--- config.mk ---
export PLATFORM = sky130hd
export DESIGN_NAME = pipeline_hazard_stall_tracker_top
export DESIGN_NICKNAME = d
export VERILOG_FILES = /design/src/hdl/phst_pkg.sv /design/src/hdl/pipeline_hazard_stall_tracker_top.sv /design/src/hdl/phst_cell.sv
export VERILOG_INCLUDE_DIRS = /design/src /design/src/hdl
export SDC_FILE = /design/constraint.sdc
export NUM_CORES = 1
export LEC_CHECK = 0
export CORE_MARGIN = 2
export CORE_UTILIZATION = 44
export DETAILED_ROUTE_END_ITERATION = 7
export DONT_BUFFER_PORTS = 1
export SYNTH_ARGS = -nofsm -noshare
export SYNTH_HDL_FRONTEND = slang
export SYNTH_HIERARCHICAL = 1
export SYNTH_SLANG_ARGS = --single-unit
--- constraint.sdc ---
create_clock -name clk -period 7.13 [get_ports clk]
set_clock_uncertainty 0.1 [all_clocks]
set_input_delay 1.426 -clock clk [delete_from_list [all_inputs] [get_ports clk]]
set_output_delay 1.426 -clock clk [all_outputs]
set_load 0.01 [all_outputs]
--- src/hdl/pipeline_hazard_stall_tracker_top_defines.svh ---
// Assertion macros for the hazard stall tracker.
// Used by pipeline_hazard_stall_tracker_top; expects clk and rst_n in scope.
`ifndef PIPELINE_HAZARD_STALL_TRACKER_TOP_DEFINES_SVH
`define PIPELINE_HAZARD_STALL_TRACKER_TOP_DEFINES_SVH

// Same-cycle implication, off while in reset
`define PHST_ASSERT_NOW(lbl, ante, cons, msg) \
  lbl: assert property (@(posedge clk) disable iff (!rst_n) (ante) |-> (cons)) \
    else $error(msg);

// Next-cycle implication, off while in reset
`define PHST_ASSERT_NEXT(lbl, ante, cons, msg) \
  lbl: assert property (@(posedge clk) disable iff (!rst_n) (ante) |=> (cons)) \
    else $error(msg);

`endif

--- src/hdl/phst_pkg.sv ---
// Shared types and constants for the hazard stall tracker.
// No dependencies; used by phst_cell and pipeline_hazard_stall_tracker_top.
package phst_pkg;

  // Pipeline geometry
  localparam int STAGES  = 8;
  localparam int ST_ID   = 2;
  localparam int ST_EXE1 = 3;
  localparam int ST_WB   = STAGES - 1;

  // Field widths
  localparam int ACT_W   = 2;
  localparam int TAG_W   = 5;
  localparam int FLUSH_W = 3;
  localparam int CNT_W   = 32;
  localparam int ADD_W   = 4;
  localparam int REM_W   = 3;

  // Cycle counter starts at the pipeline fill cost
  localparam logic [CNT_W-1:0] CYCLE_RESET = CNT_W'(STAGES - 1);

  // Action codes
  localparam logic [ACT_W-1:0] ACT_CLOCK = 2'd0;
  localparam logic [ACT_W-1:0] ACT_SRC   = 2'd1;
  localparam logic [ACT_W-1:0] ACT_DEST  = 2'd2;
  localparam logic [ACT_W-1:0] ACT_FLUSH = 2'd3;

  // Per-cell control
  typedef struct packed {
    logic load;   // write tag from the decode port
    logic shift;  // take neighbor's entry
    logic clear;  // become empty
  } cell_ctrl_t;

endpackage

--- src/hdl/pipeline_hazard_stall_tracker_top.sv ---
// RAW hazard interlock tracker for an 8-stage pipeline (IF1..WB), built as a
// row of eight tag cells with a small sequencer. Clock ticks, destination
// writes and source reads that hit nothing need no busy state. A source read
// that hits a producer inserts 1 to 5 bubbles, one per shift, since the cells
// shift once per cycle; a flush of N (up to 7) advances the cells N times. One
// result word leaves per input word through an output register, so a finished
// result can wait for out_ready while the next input word is already being
// worked on.
module pipeline_hazard_stall_tracker_top (
  input  logic                        clk,
  input  logic                        rst_n,
  input  logic                        in_valid,
  output logic                        in_ready,
  input  logic [phst_pkg::ACT_W-1:0]   in_action,
  input  logic [phst_pkg::TAG_W-1:0]   in_reg_index,
  input  logic [phst_pkg::FLUSH_W-1:0] in_flush_ops,
  output logic                        out_valid,
  input  logic                        out_ready,
  output logic [phst_pkg::CNT_W-1:0]   out_cycle_total,
  output logic [phst_pkg::CNT_W-1:0]   out_bubble_total,
  output logic [phst_pkg::CNT_W-1:0]   out_flush_total,
  output logic [phst_pkg::ADD_W-1:0]   out_bubbles_added
);
  import phst_pkg::*;
  `include "pipeline_hazard_stall_tracker_top_defines.svh"

  // sequencer state codes
  localparam logic [1:0] S_IDLE   = 2'd0;
  localparam logic [1:0] S_FLUSH  = 2'd1;
  localparam logic [1:0] S_BUBBLE = 2'd2;

  logic [1:0]       state_r, state_nxt;
  logic [REM_W-1:0] cnt_r, cnt_nxt;
  logic [ADD_W-1:0] added_r, added_nxt;
  logic             pend_r, pend_nxt;
  logic [CNT_W-1:0] cycle_cnt_r, cycle_cnt_nxt;
  logic [CNT_W-1:0] bubble_cnt_r, bubble_cnt_nxt;
  logic [CNT_W-1:0] flush_cnt_r, flush_cnt_nxt;
  logic             out_valid_r, out_valid_nxt;
  logic [CNT_W-1:0] out_cycle_r, out_bubble_r, out_flush_r;
  logic [ADD_W-1:0] out_added_r;

  logic             accept, slot_free, drain, done;
  logic             op_adv, op_bub, op_flush, op_load;
  logic             hit;
  logic [REM_W-1:0] hit_dist;

  logic             stg_valid [STAGES];
  logic [TAG_W-1:0] stg_tag   [STAGES];
  logic             stg_match [STAGES];
  logic             up_valid  [STAGES];
  logic [TAG_W-1:0] up_tag    [STAGES];
  cell_ctrl_t       cell_ctrl [STAGES];

  // handshake
  assign slot_free = !out_valid_r || out_ready;
  assign drain     = pend_r && slot_free;
  assign in_ready  = (state_r == S_IDLE) && (!pend_r || slot_free);
  assign accept    = in_valid && in_ready;

  // cell chain
  assign up_valid[0] = 1'b0;
  assign up_tag[0]   = '0;
  for (genvar i = 0; i < STAGES; i++) begin : g_cell
    if (i > 0) begin : g_link
      assign up_valid[i] = stg_valid[i-1];
      assign up_tag[i]   = stg_tag[i-1];
    end
    assign cell_ctrl[i].load  = op_load && (i == ST_ID);
    assign cell_ctrl[i].shift = op_adv || (op_bub && (i > ST_EXE1));
    assign cell_ctrl[i].clear = op_bub && (i == ST_EXE1);

    phst_cell u_cell (
      .clk      (clk),
      .rst_n    (rst_n),
      .ctrl     (cell_ctrl[i]),
      .up_valid (up_valid[i]),
      .up_tag   (up_tag[i]),
      .load_tag (in_reg_index),
      .cmp_tag  (in_reg_index),
      .valid    (stg_valid[i]),
      .tag      (stg_tag[i]),
      .match    (stg_match[i])
    );
  end

  // first producer from ID toward MEM2; later stages only hold entries
  // already passed over, so the first hit sets the whole stall
  always_comb begin
    hit      = 1'b0;
    hit_dist = '0;
    for (int s = ST_WB - 1; s >= ST_ID; s--) begin
      if (stg_match[s] && (in_reg_index != '0)) begin
        hit      = 1'b1;
        hit_dist = REM_W'(ST_WB - s);
      end
    end
  end

  // sequencer: one pipeline operation per cycle
  always_comb begin
    op_adv    = 1'b0;
    op_bub    = 1'b0;
    op_flush  = 1'b0;
    op_load   = 1'b0;
    done      = 1'b0;
    state_nxt = state_r;
    cnt_nxt   = cnt_r;
    added_nxt = added_r;
    case (state_r)
      S_IDLE: begin
        if (accept) begin
          added_nxt = '0;
          case (in_action)
            ACT_CLOCK: begin
              op_adv = 1'b1;
              done   = 1'b1;
            end
            ACT_DEST: begin
              op_load = 1'b1;
              done    = 1'b1;
            end
            ACT_SRC: begin
              added_nxt = ADD_W'(hit_dist);
              if (hit) begin
                op_bub = 1'b1;
                if (hit_dist == REM_W'(1)) begin
                  done = 1'b1;
                end else begin
                  state_nxt = S_BUBBLE;
                  cnt_nxt   = hit_dist - REM_W'(1);
                end
              end else begin
                done = 1'b1;
              end
            end
            ACT_FLUSH: begin
              if (in_flush_ops == '0) begin
                done = 1'b1;
              end else begin
                op_adv   = 1'b1;
                op_flush = 1'b1;
                if (in_flush_ops == FLUSH_W'(1)) begin
                  done = 1'b1;
                end else begin
                  state_nxt = S_FLUSH;
                  cnt_nxt   = REM_W'(in_flush_ops - FLUSH_W'(1));
                end
              end
            end
            default: begin
              done = 1'b1;
            end
          endcase
        end
      end
      S_FLUSH: begin
        op_adv   = 1'b1;
        op_flush = 1'b1;
        cnt_nxt  = cnt_r - REM_W'(1);
        if (cnt_r == REM_W'(1)) begin
          done      = 1'b1;
          state_nxt = S_IDLE;
        end
      end
      S_BUBBLE: begin
        op_bub  = 1'b1;
        cnt_nxt = cnt_r - REM_W'(1);
        if (cnt_r == REM_W'(1)) begin
          done      = 1'b1;
          state_nxt = S_IDLE;
        end
      end
      default: begin
        state_nxt = S_IDLE;
      end
    endcase
  end

  // running counters
  assign cycle_cnt_nxt  = cycle_cnt_r + {{(CNT_W-1){1'b0}}, op_adv || op_bub};
  assign bubble_cnt_nxt = bubble_cnt_r + {{(CNT_W-1){1'b0}}, op_bub};
  assign flush_cnt_nxt  = flush_cnt_r + {{(CNT_W-1){1'b0}}, op_flush};

  // result pending until the output register can take it
  assign pend_nxt      = done ? 1'b1 : (drain ? 1'b0 : pend_r);
  assign out_valid_nxt = drain ? 1'b1 : (out_ready ? 1'b0 : out_valid_r);

  always_ff @(posedge clk) begin
    if (!rst_n) begin
      state_r      <= S_IDLE;
      cnt_r        <= '0;
      pend_r       <= 1'b0;
      out_valid_r  <= 1'b0;
      cycle_cnt_r  <= CYCLE_RESET;
      bubble_cnt_r <= '0;
      flush_cnt_r  <= '0;
    end else begin
      state_r      <= state_nxt;
      cnt_r        <= cnt_nxt;
      pend_r       <= pend_nxt;
      out_valid_r  <= out_valid_nxt;
      cycle_cnt_r  <= cycle_cnt_nxt;
      bubble_cnt_r <= bubble_cnt_nxt;
      flush_cnt_r  <= flush_cnt_nxt;
    end
  end

  // output word, loaded from the settled counters
  always_ff @(posedge clk) begin
    added_r <= added_nxt;
    if (drain) begin
      out_cycle_r  <= cycle_cnt_r;
      out_bubble_r <= bubble_cnt_r;
      out_flush_r  <= flush_cnt_r;
      out_added_r  <= added_r;
    end
  end

  assign out_valid         = out_valid_r;
  assign out_cycle_total   = out_cycle_r;
  assign out_bubble_total  = out_bubble_r;
  assign out_flush_total   = out_flush_r;
  assign out_bubbles_added = out_added_r;

  // checks
  `PHST_ASSERT_NOW(a_busy_has_work, state_r != S_IDLE, cnt_r != '0, "busy with no work left")
  `PHST_ASSERT_NOW(a_busy_blocks_in, state_r != S_IDLE, !in_ready, "input taken while busy")
  `PHST_ASSERT_NEXT(a_bubble_count, op_bub,
                    bubble_cnt_r == $past(bubble_cnt_r) + 32'd1, "bubble not counted")
  `PHST_ASSERT_NEXT(a_exe1_empty, op_bub, !stg_valid[ST_EXE1], "EXE1 not empty after bubble")

endmodule

--- src/hdl/phst_cell.sv ---
// One pipeline stage cell: holds a valid bit and a register tag.
// Depends on phst_pkg.
module phst_cell (
  input  logic                      clk,
  input  logic                      rst_n,
  input  phst_pkg::cell_ctrl_t      ctrl,
  input  logic                      up_valid,
  input  logic [phst_pkg::TAG_W-1:0] up_tag,
  input  logic [phst_pkg::TAG_W-1:0] load_tag,
  input  logic [phst_pkg::TAG_W-1:0] cmp_tag,
  output logic                      valid,
  output logic [phst_pkg::TAG_W-1:0] tag,
  output logic                      match
);
  import phst_pkg::*;

  logic             valid_r, valid_nxt;
  logic [TAG_W-1:0] tag_r, tag_nxt;

  // next entry: load, take from upstream, or empty
  always_comb begin
    valid_nxt = valid_r;
    tag_nxt   = tag_r;
    if (ctrl.load) begin
      valid_nxt = 1'b1;
      tag_nxt   = load_tag;
    end else if (ctrl.shift) begin
      valid_nxt = up_valid;
      tag_nxt   = up_tag;
    end else if (ctrl.clear) begin
      valid_nxt = 1'b0;
      tag_nxt   = '0;
    end
  end

  always_ff @(posedge clk) begin
    if (!rst_n) begin
      valid_r <= 1'b0;
    end else begin
      valid_r <= valid_nxt;
    end
  end

  // tag is payload, no reset
  always_ff @(posedge clk) begin
    tag_r <= tag_nxt;
  end

  assign valid = valid_r;
  assign tag   = tag_r;
  assign match = valid_r && (tag_r == cmp_tag);

endmodule
==> summary.md, run 1 <==
The flow ran to the end, and the final reports show no timing, DRC or antenna violations. After synthesis, the mean cell area works out to 11.8 um^2. The critical path goes through xor2_1, nor4_1, and3_1, nor3_1, nand2_1, a41o_1, or3_1, ha_1, ha_1, and4_1, and4_1, nand2_1, o311ai_0, o41ai_1. The slowest stage of the critical path belongs to the cell sky130_fd_sc_hd__or3_1. The tool flagged a number of max-cap violations equal to 0.

The logs give 0 for the post-CTS setup buffer count and 0 for the number of remaining DRC errors. The total global routing overflow was 0. The worst path uses 62.0% of the clock period. The tightest slew margin relative to the limit is 30.1%.

The clock-pin slew of the registers on the worst-case setup and hold paths works out to 60 ps. The classification of the worst setup path is primary input to flop. For the summed negative setup slack over all endpoints, the log shows 0 ps.

The most utilized layer in the global route result is met2. For the placed cell count, the log shows 1179. The logs give 22.6% for the global routing usage on met1 and 45.0% for the starting density of the core. The number of iterations in the first detailed-routing pass is 5, and the count of yosys warnings during synthesis is 6.

The tools report the number of buffers inserted during clock tree synthesis as 26. In this run, post-CTS repair resized a total of 0 instances. The number of global-route vias before repair was 5926; the register-to-register path setup slack was 2990 ps. The die height works out to 157 um.

The worst setup path is launched from a primary input. Once layout is complete, the cells apart from fillers number 1227. The post-synthesis instance area was 10300 um^2; the die width was 157 um. The clock reaches the later pin of the worst-skew pair after 520 ps.

Diode insertion count for antenna repair: 0. The maximum single-stage delay on the critical path is 460 ps. Tracing the worst setup path back leads to its startpoint at in_reg_index[0].

The library cell used most frequently in the layout, excluding fill and tap cells, is sky130_fd_sc_hd__edfxtp_1. After layout, the minimum clock period comes to 4420 ps. At the pin with the least slew margin, the transition time is 1050 ps.

Launch point of the worst reg-to-reg path: state_r[1]$_SDFFE_PN0P_. For the fill cell instance count of the final layout, the log shows 1993. Data arrives at the worst endpoint at 4710 ps.

Dividing the detail-routed via count by the number of cells gives 5.21. In this run the power density over the cells is 281 nW/um^2. The logs give 929 for the final net count and 0.796 for the placer's final routability congestion estimate. The number of design-rule violations left by the first detailed-router iteration was 333.

The global routing met3 resource utilization was 3.46%; the layout overhead on the synthesized area was 12.3%. The remaining antenna violation count came out at 0. In this run the worst path has a maximum fanout of 16.

The min-delay analysis places its worst path in the category flop to flop. No sink is reached through more buffers than the 3 on the longest clock path. The number of clock sinks seen by CTS is 247. The run gives 0 as the final max-slew violation count. The tools report the number of hold violations in the final report as 0. End of the critical path: cycle_cnt_r[26]$_SDFF_PN0_. TritonCTS built the clock tree.

Number of top-level pins: 116. The worst register-to-register path ends at cycle_cnt_r[26]$_SDFF_PN0_. The top achievable clock speed is 226 MHz, and the initial antenna violation count is 0. In the final routed layout, each cell accounts on average for 16.2 um. The endpoint class of the critical path was a flop. The share of post-route cells with drive strength above 1 is 7.00%, and the largest voltage drop on the vdd net is 0.280 mV. Count of input and output buffers: 0. The floorplan has 55 rows.

The floorplan step defined a die boundary enclosing 24500 um^2. The tools report the total wire length as 19900 um. Summed over all cells, the static leakage comes to 3.97 nW. Hold repair after CTS inserted 0 buffers. For the synthesized instance count, the log shows 872. Detailed placement finished with a half-perimeter wire length of 13200 um. Path depth of the worst reg2reg path: 13. The met2 track demand over resource in global routing was 26.4%. Setup repair after global routing left no endpoint under its margin. The first global-routing pass estimated 32000 um of wire. The clock root buffer was sky130_fd_sc_hd__clkbuf_16. The logs give 84 for the largest net degree at the start of global routing and 16.4% for the combined global-route utilization of all metal layers. For this block, the via count after detailed routing is 6394. Depth of the CTS H-tree: 1. Leaving out fill and tap cells, the most frequent cells in the layout are 137 x sky130_fd_sc_hd__edfxtp_1, 110 x sky130_fd_sc_hd__dfxtp_1, 84 x sky130_fd_sc_hd__nor2_1, 55 x sky130_fd_sc_hd__nand2_1, 54 x sky130_fd_sc_hd__xor2_1. The area of the core is 22800 um^2. Setup violations remaining at the end of the flow were counted as 0. The required time reported for the critical path endpoint came out at 7420 ps.
-- how the worst min path moves through the flow --
stage | start | to | slack [ps] | cells past startpoint
final | cycle_cnt_r[0]$_SDFF_PN1_ | out_cycle_total[0]$_DFFE_PP_ | 340 | 0
after global routing | flush_cnt_r[31]$_SDFF_PN0_ | out_flush_total[31]$_DFFE_PP_ | 370 | 0
after CTS | cycle_cnt_r[0]$_SDFF_PN1_ | out_cycle_total[0]$_DFFE_PP_ | 340 | 0
after detailed placement | cycle_cnt_r[0]$_SDFF_PN1_ | out_cycle_total[0]$_DFFE_PP_ | 330 | 0
after global placement | cycle_cnt_r[0]$_SDFF_PN1_ | out_cycle_total[0]$_DFFE_PP_ | 320 | 0
after floorplan | added_r[0]$_SDFFCE_PN0P_ | out_bubbles_added[0]$_DFFE_PP_ | 300 | 0
-- power breakdown --
part	switching, W	internal, W	total, W	leakage (nW)
combinational	0.000100	0.0000627	0.000163	1.38
sequential	0.0000710	0.00160	0.00167	2.14
clock	0.000539	0.000856	0.00140	0.445
-- per-layer routing --
metal / part of all wire [%] / routed length, um
met2: 47 / 9300
met4: 2.2 / 444
met5: 0 / 0
met1: 46 / 9140
met3: 5.1 / 1020
-- critical path, delay by kind of cell --
family | cells | cell delay, ps
compound gates | 3 | 660
simple gates | 8 | 1960
xor+xnor | 1 | 140
fa+ha+maj | 2 | 530
-- layout make-up --
type / count / area [um^2] / share of cell area (%)
Multi-Input combinational cell: 587 / 3780 / 32.8
Clock buffer: 32 / 714 / 6.21
Inverter: 30 / 113 / 0.978
Sequential cell: 247 / 6320 / 54.9
Timing Repair Buffer: 2 / 15.0 / 0.130
Tap cell: 313 / 392 / 3.40
Clock inverter: 16 / 184 / 1.60
-- per-stage QoR --
stage                     hold slack (ps)  util, %  total power, W  cell area [um^2]  setup slack [ps]
final                                 339     50.5         0.00323             11500              2710
after global routing                  371     50.5         0.00336             11500              2400
after CTS                             345     50.5         0.00327             11500              2700
after detailed placement              330     46.6         0.00187             10600              2160
after global placement                323     46.6         0.00186             10600              2320
after floorplan                       300        -         0.00182             10300               583
-- flip-flops by register name (all words and copies together), names as in the netlist --
name and flops:
out_valid 1, flush_cnt_r 32, cnt_r 3, out_flush_total 32, out_bubble_total 32, added_r 3
bubble_cnt_r 32, g_cell.u_cell/valid 7, out_bubbles_added 3, g_cell.u_cell/tag 35, pend_r 1, out_cycle_total 32
state_r 2, cycle_cnt_r 32
Note: power is estimated with default switching activity, not from simulation.
==> inputs of run 2 (changes only) <==
- clock period: 7.13 -> 4.08 ns (I/O delays scaled with it)
==> run 2 against run 1 <==
Utilization rose by 0.40 points. Power rose by 73%. Die area did not move. Register-to-register slack got worse by 2500 ps. Critical endpoint is now bubble_cnt_r[22]$_SDFF_PN0_. Clock power rose by 70%. Combinational power rose by 83%. Largest power group unchanged. Critical path depth fell by 1. Worst hold slack got worse by 76 ps. Sequential share of layout area fell by 0.43 points. Non-clock buffer count rose by 10. Routed wire length fell by 1.0%. Via count fell by 1.4%.
==> summary.md, run 2 (synthesis gave the netlist of run 1 again) <==
The run finished with clean final reports. The repair_antennas step left the layout with diodes totalling 0. The tools report the wire length of the first global-routing pass as 31100 um. The detailed-route wire length per cell is 15.9 um, and the final net count is 940. The register with the most flip-flops in the layout has 35 of them. From synthesis to final layout, the design area changed by 13.2%.

Once the clock tree was built, the resizer swapped 0 gates to a different size. The largest voltage drop on the vdd net was 0.282 mV. Of the cells placed in the final design, the portion with a size suffix greater than 1 is 8.10%. The tools report the maximum root-to-sink buffer count as 3. The number of remaining DRC errors was 0. Endpoint class of the critical path: a flop. Of all nets on the critical path, the largest fanout is 10. The path depth of the worst reg2reg path is 13, and the die height is 157 um.

Max-cap violations in this run came to 0. The logs give 19700 um for the total wire length and 60.3 ps for the worst-case setup slack after placement. Timing would allow up to 279 MHz.

Clock tree synthesis found a total of 247 sinks. After filler insertion, the fill cell instance count of the layout stands at 2004. The tools report the number of design-rule violations left by the first detailed-router iteration as 331. STA classifies the critical path startpoint as a flop.

For the summed negative setup slack over all endpoints, the log shows 0 ps. The detailed placement HPWL was 13500 um; the row count was 55. At the pin with the least slew margin, the transition time is 1050 ps.

The final max-slew violation count came out at 0. The starting density of the core was 45.0%. The source of the critical timing path is g_cell[5].u_cell/tag[3]$_DFFE_PP_. The number of vias per cell was 5.09. The most critical setup path has its endpoint at bubble_cnt_r[22]$_SDFF_PN0_. Dividing total power by cell area gives a power density of 482 nW/um^2.

The depth of the CTS H-tree was 1. Leaving out fill and tap cells, the most frequent cells in the layout are 137 x sky130_fd_sc_hd__edfxtp_1, 110 x sky130_fd_sc_hd__dfxtp_1, 84 x sky130_fd_sc_hd__nor2_1, 55 x sky130_fd_sc_hd__nand2_1, 54 x sky130_fd_sc_hd__xor2_1. Final worst hold slack: 263 ps.

Final critical-path required period: 3580 ps. From left edge to right edge, the die measures 157 um. The die covers 24500 um^2.

The floorplan step defined a core boundary enclosing 22800 um^2. The total global routing overflow came out at 0. Number of iterations in the first detailed-routing pass: 4. Setup repair after global routing left no endpoint under its margin. The tools report the leakage component of the power as 4.02 nW. The final clock period utilization by the worst path was 87.8%; the data arrival at the endpoint of the critical path was 3870 ps. In this run the critical register-to-register path is launched from g_cell[5].u_cell/tag[3]$_DFFE_PP_.

Port buffering added 0 buffers. The placer's final routability congestion estimate was 0.792; the combined global-route utilization of all metal layers was 15.9%. For the initial antenna violation count, the log shows 0.

The setup path with the least slack is of type flop to flop. The clock insertion delay at the later pin of the skew report was 540 ps; the number of buffers inserted during clock tree synthesis was 27. The number of global-route vias before repair is 5832. The setup violation total in the final timing report is 0. For the count of vias placed by the detailed router, the log shows 6302. The worst hold path belongs to the class primary input to flop. The number of hold violations in the final report is 0.

In this run, post-CTS hold repair placed 0 buffers. For the final instance count without filler cells, the log shows 1239. The library cell used most frequently in the layout, excluding fill and tap cells, is sky130_fd_sc_hd__edfxtp_1.

In the post-route analysis, the smallest setup slack over all paths is 496 ps. Tightest slew margin relative to the limit: 30.1%. Entering global routing, the biggest net connects 58 pins.

The remaining antenna violation count came out at 0. The endpoint identified for the worst register-to-register timing path is bubble_cnt_r[22]$_SDFF_PN0_. TritonCTS built the clock tree. In this run the count of I/O pins placed on the die edge is 116. The placed cell count was 1189; the register-to-register path setup slack was 500 ps. STA puts the critical path data required time at 4370 ps. Clock tree synthesis selected as its root buffer the cell sky130_fd_sc_hd__clkbuf_16. The overall power was 0.00559 W. After clock tree synthesis, the clock-pin slew on the worst setup and hold paths is 60 ps. Buffers added to address setup during post-CTS repair amount to 0.
run 2: worst min-delay path by stage:
stage / start / to / slack, ps / cells past startpoint
after floorplan: added_r[0]$_SDFFCE_PN0P_ / out_bubbles_added[0]$_DFFE_PP_ / 300 / 0
after global placement: cycle_cnt_r[0]$_SDFF_PN1_ / out_cycle_total[0]$_DFFE_PP_ / 320 / 0
after detailed placement: bubble_cnt_r[0]$_SDFF_PN0_ / out_bubble_total[0]$_DFFE_PP_ / 330 / 0
after CTS: rst_n / cycle_cnt_r[2]$_SDFF_PN1_ / 230 / 1
after global routing: rst_n / cycle_cnt_r[1]$_SDFF_PN1_ / 240 / 1
final: rst_n / cycle_cnt_r[2]$_SDFF_PN1_ / 260 / 1
run 2: power breakdown:
part	internal (W)	total, W	switching [W]	leakage, nW
Sequential	0.00279	0.00292	0.000120	2.14
Combinational	0.000120	0.000298	0.000178	1.44
Clock	0.00142	0.00238	0.000958	0.442
run 2: critical path, cell delays in order (launching register included):
cell and delay, ps:
sky130_fd_sc_hd__edfxtp_1 430, sky130_fd_sc_hd__xor2_1 160, sky130_fd_sc_hd__nor4_1 260, sky130_fd_sc_hd__and3_1 250, sky130_fd_sc_hd__nor3_1 100, sky130_fd_sc_hd__nand2_1 80
sky130_fd_sc_hd__a41o_1 260, sky130_fd_sc_hd__ha_1 230, sky130_fd_sc_hd__ha_1 210, sky130_fd_sc_hd__inv_1 80, sky130_fd_sc_hd__or4_1 720, sky130_fd_sc_hd__nor4b_2 360
sky130_fd_sc_hd__xnor2_1 150, sky130_fd_sc_hd__nor2_1 50
run 2: layout make-up:
type	count	area (um^2)	area share (%)
Tap cell	313	392	3.38
Sequential cell	247	6320	54.4
Timing Repair Buffer	12	115	0.992
Inverter	30	113	0.971
Clock buffer	39	793	6.84
Multi-Input combinational cell	587	3780	32.6
Clock inverter	11	96.3	0.830
run 2: per-layer routing:
metal / share of wire, % / wire length [um] / vias to the layer above / track usage, %
met5: 0 / 0 / - / 0
met4: 1.9 / 383 / 0 / 4.41
met3: 4.8 / 938 / 30 / 3.52
met2: 46 / 8960 / 117 / 24.9
met1: 48 / 9410 / 2954 / 22.4
li1: - / - / 3201 / -
run 2: stage by stage:
step / cell area, um^2 / util [%]
after floorplan: 10300 / -
after global placement: 10700 / 47.0
after detailed placement: 10700 / 47.0
after CTS: 11600 / 50.9
after global routing: 11600 / 50.9
final: 11600 / 50.9
==> inputs of run 3 (changes only) <==
- PLACE_DENSITY_LB_ADDON: unset -> 0.05
==> run 3 against run 2 <==
Sequential cell count stayed put. Register-to-register slack worse by 50 ps. Sequential share of layout area is 0.065 points higher. Via count is 2.3% higher. Maximum frequency is 1.3% lower. Utilization is 0.060 points lower. Final area is 0.12% lower. Critical endpoint is now cycle_cnt_r[26]$_SDFF_PN0_.
==> summary.md, run 3 (synthesis gave the netlist of run 1 again) <==
The run finished with clean final reports. The total area inside the core boundary comes to 22800 um^2. The number of flip-flops in the largest register is 35. The final max-slew violation count was 0. The source of the critical timing path was state_r[1]$_SDFFE_PN0P_.

The final net count is 937, and the number of buffers inserted during clock tree synthesis is 27. Counting every sink on the clock net gives 247. The run gives 0 as the initial antenna violation count. The largest voltage drop on the vdd net is 0.210 mV, and the detailed-route wire length per cell is 16.2 um.

The logs give 450 ps for the register-to-register path setup slack and 4360 ps for the required time reported for the critical path endpoint. Setup violations remaining at the end of the flow were counted as 0. The tools report the end of the critical path as cycle_cnt_r[26]$_SDFF_PN0_.

The number of remaining DRC errors came out at 0. From bottom edge to top edge, the die measures 157 um. The die covers 24500 um^2. Row generation in the floorplan step produced 55 rows.

Critical path's most frequent cell: sky130_fd_sc_hd__ha_1. For this configuration, the core starts out at a cell density of 45.0%. The die is 157 um wide.

The final instance count without filler cells came out at 1234. Clock-pin slew was measured on the worst setup and hold paths at 60 ps. The depth of the CTS H-tree is 1. The worst hold path cell count is 1. In this design, the largest share of critical-path delay is due to simple AND/OR/NAND/NOR gates. Once routing completed, OpenROAD measured the worst setup slack at 448 ps. For the instance area after placement, the log shows 10700 um^2. The run gives 0.786 as the placer's final routability congestion estimate. The worst path needs 3630 ps of the cycle, external delays included.

Dividing the detail-routed via count by the number of cells gives 5.23. In this run the critical register-to-register path is captured at cycle_cnt_r[26]$_SDFF_PN0_. Layout overhead on the synthesized area: 13.0%.

The worst-margin pin slew was 854 ps; the count of hold-fix buffers inserted at cts was 0. Detailed placement finished with a half-perimeter wire length of 13700 um. The number of iterations in the first detailed-routing pass was 4; the tightest slew margin relative to the limit was 43.0%. The number of hold violations in the final report is 0. The run gives 1186 as the placed cell count. Of all nets on the critical path, the largest fanout is 9. The tree is rooted in a sky130_fd_sc_hd__clkbuf_16.

The maximum single-stage delay on the critical path came out at 350 ps. In this run the number of cells on the critical path is 13. For this design the static power due to leakage is 4.01 nW.

The detail route stage leaves a number of antenna-violating nets equal to 0. The tools report the worst min-delay path startpoint as rst_n. Counting cells, the worst reg-to-reg path comes to 13. Endpoint class of the critical path: a flop.

The maximum root-to-sink buffer count was 3. The slowest stage of the critical path belongs to the cell sky130_fd_sc_hd__dfxtp_1. The run gives 0 as the total global routing overflow. The top cell types in the final layout, fill and taps aside, are 137 x sky130_fd_sc_hd__edfxtp_1, 110 x sky130_fd_sc_hd__dfxtp_1, 84 x sky130_fd_sc_hd__nor2_1, 55 x sky130_fd_sc_hd__nand2_1, 54 x sky130_fd_sc_hd__xor2_1.

The run gives 6131 as the number of global-route vias before repair. The worst-case setup slack after placement was 128 ps. The launch point of the worst reg-to-reg path is state_r[1]$_SDFFE_PN0P_.

For this block, the initial DRC count from the detailed router was 284. Wires add up to 20000 um. TritonCTS built the clock tree. The worst setup path is of the flop to flop kind. The tightest min-delay check is of the primary input to flop type. The count of vias placed by the detailed router is 6449.

The run gives 0 as the count of instances resized after the clock tree is built. The tools report the critical path startpoint category as a flop. The summed negative setup slack over all endpoints is 0 ps. Counting both buffers and inverters, the worst setup path holds a total of 2.

The clock insertion delay at the later pin of the skew report was 510 ps. The combined global-route utilization of all metal layers is 16.0%. Buffers placed on the I/O ports in this run total 0.

The largest net degree at the start of global routing was 100. The first global-routing pass estimated 31600 um of wire. Leaving out fill and tap cells, the most frequent cell in the layout is sky130_fd_sc_hd__edfxtp_1. For the worst setup path, the data arrival time is 3920 ps.

The final critical path takes up 89.0% of the cycle. The top achievable clock speed was 275 MHz; the number of top-level pins was 116. Walking the worst path, the cells encountered are inv_1, ha_1, nand3_1, inv_1, a41o_1, or3_1, ha_1, ha_1, and4_1, and4_1, nand2_1, o311ai_0, o41ai_1. With fillers left out, the area of the finished cells amounts to 11600 um^2.

The overall power was 0.00567 W; the share of post-route cells with drive strength above 1 was 8.25%. The run gives 0 as the post-CTS setup buffer count. The fill cell instance count of the final layout was 2006; the cell area power density was 489 nW/um^2. Number of violations of the max-capacitance limit: 0. The number of antenna diodes in the final layout is 0.

Setup repair after global routing left no endpoint under its margin.
-- run 3: how the worst min path moves through the flow --
stage                                           endpoint  slack, ps
after global placement     out_bubble_total[0]$_DFFE_PP_        320
final                          cycle_cnt_r[2]$_SDFF_PN1_        300
after detailed placement  out_bubbles_added[0]$_DFFE_PP_        310
after CTS                      cycle_cnt_r[2]$_SDFF_PN1_        260
after floorplan           out_bubbles_added[0]$_DFFE_PP_        300
after global routing           cycle_cnt_r[2]$_SDFF_PN1_        270
-- run 3: final cells by class --
| type | instances | area (um^2) | share of cell area (%) |
|---|---|---|---|
| repair buffers | 9 | 80.1 | 0.691 |
| clock inverters | 16 | 186 | 1.61 |
| flip-flops and latches | 247 | 6320 | 54.5 |
| clock buffers | 32 | 724 | 6.25 |
| well taps | 313 | 392 | 3.38 |
| inverters | 30 | 113 | 0.972 |
| multi-input cells | 587 | 3780 | 32.6 |
-- run 3: power breakdown --
part	internal, W	switching, W	leakage [nW]
registers	0.00279	0.000121	2.14
logic	0.000116	0.000176	1.42
clock network	0.00151	0.000946	0.446
-- run 3: stage by stage --
stage / hold slack (ps) / util, %
6_report: 304 / 50.9
5_1_grt: 274 / 50.9
4_1_cts: 257 / 50.9
2_1_floorplan: 300 / -
3_5_place_dp: 312 / 46.9
3_3_place_gp: 319 / 46.9
-- run 3: per-layer routing --
layer  GRT usage, %  share of wire (%)  vias to the layer above
met1           21.2                 46                     3121
met5              0                  0                        -
met3           3.57                4.5                       20
met2           26.9                 48                      107
li1               -                  -                     3201
met4           3.45                1.2                        0
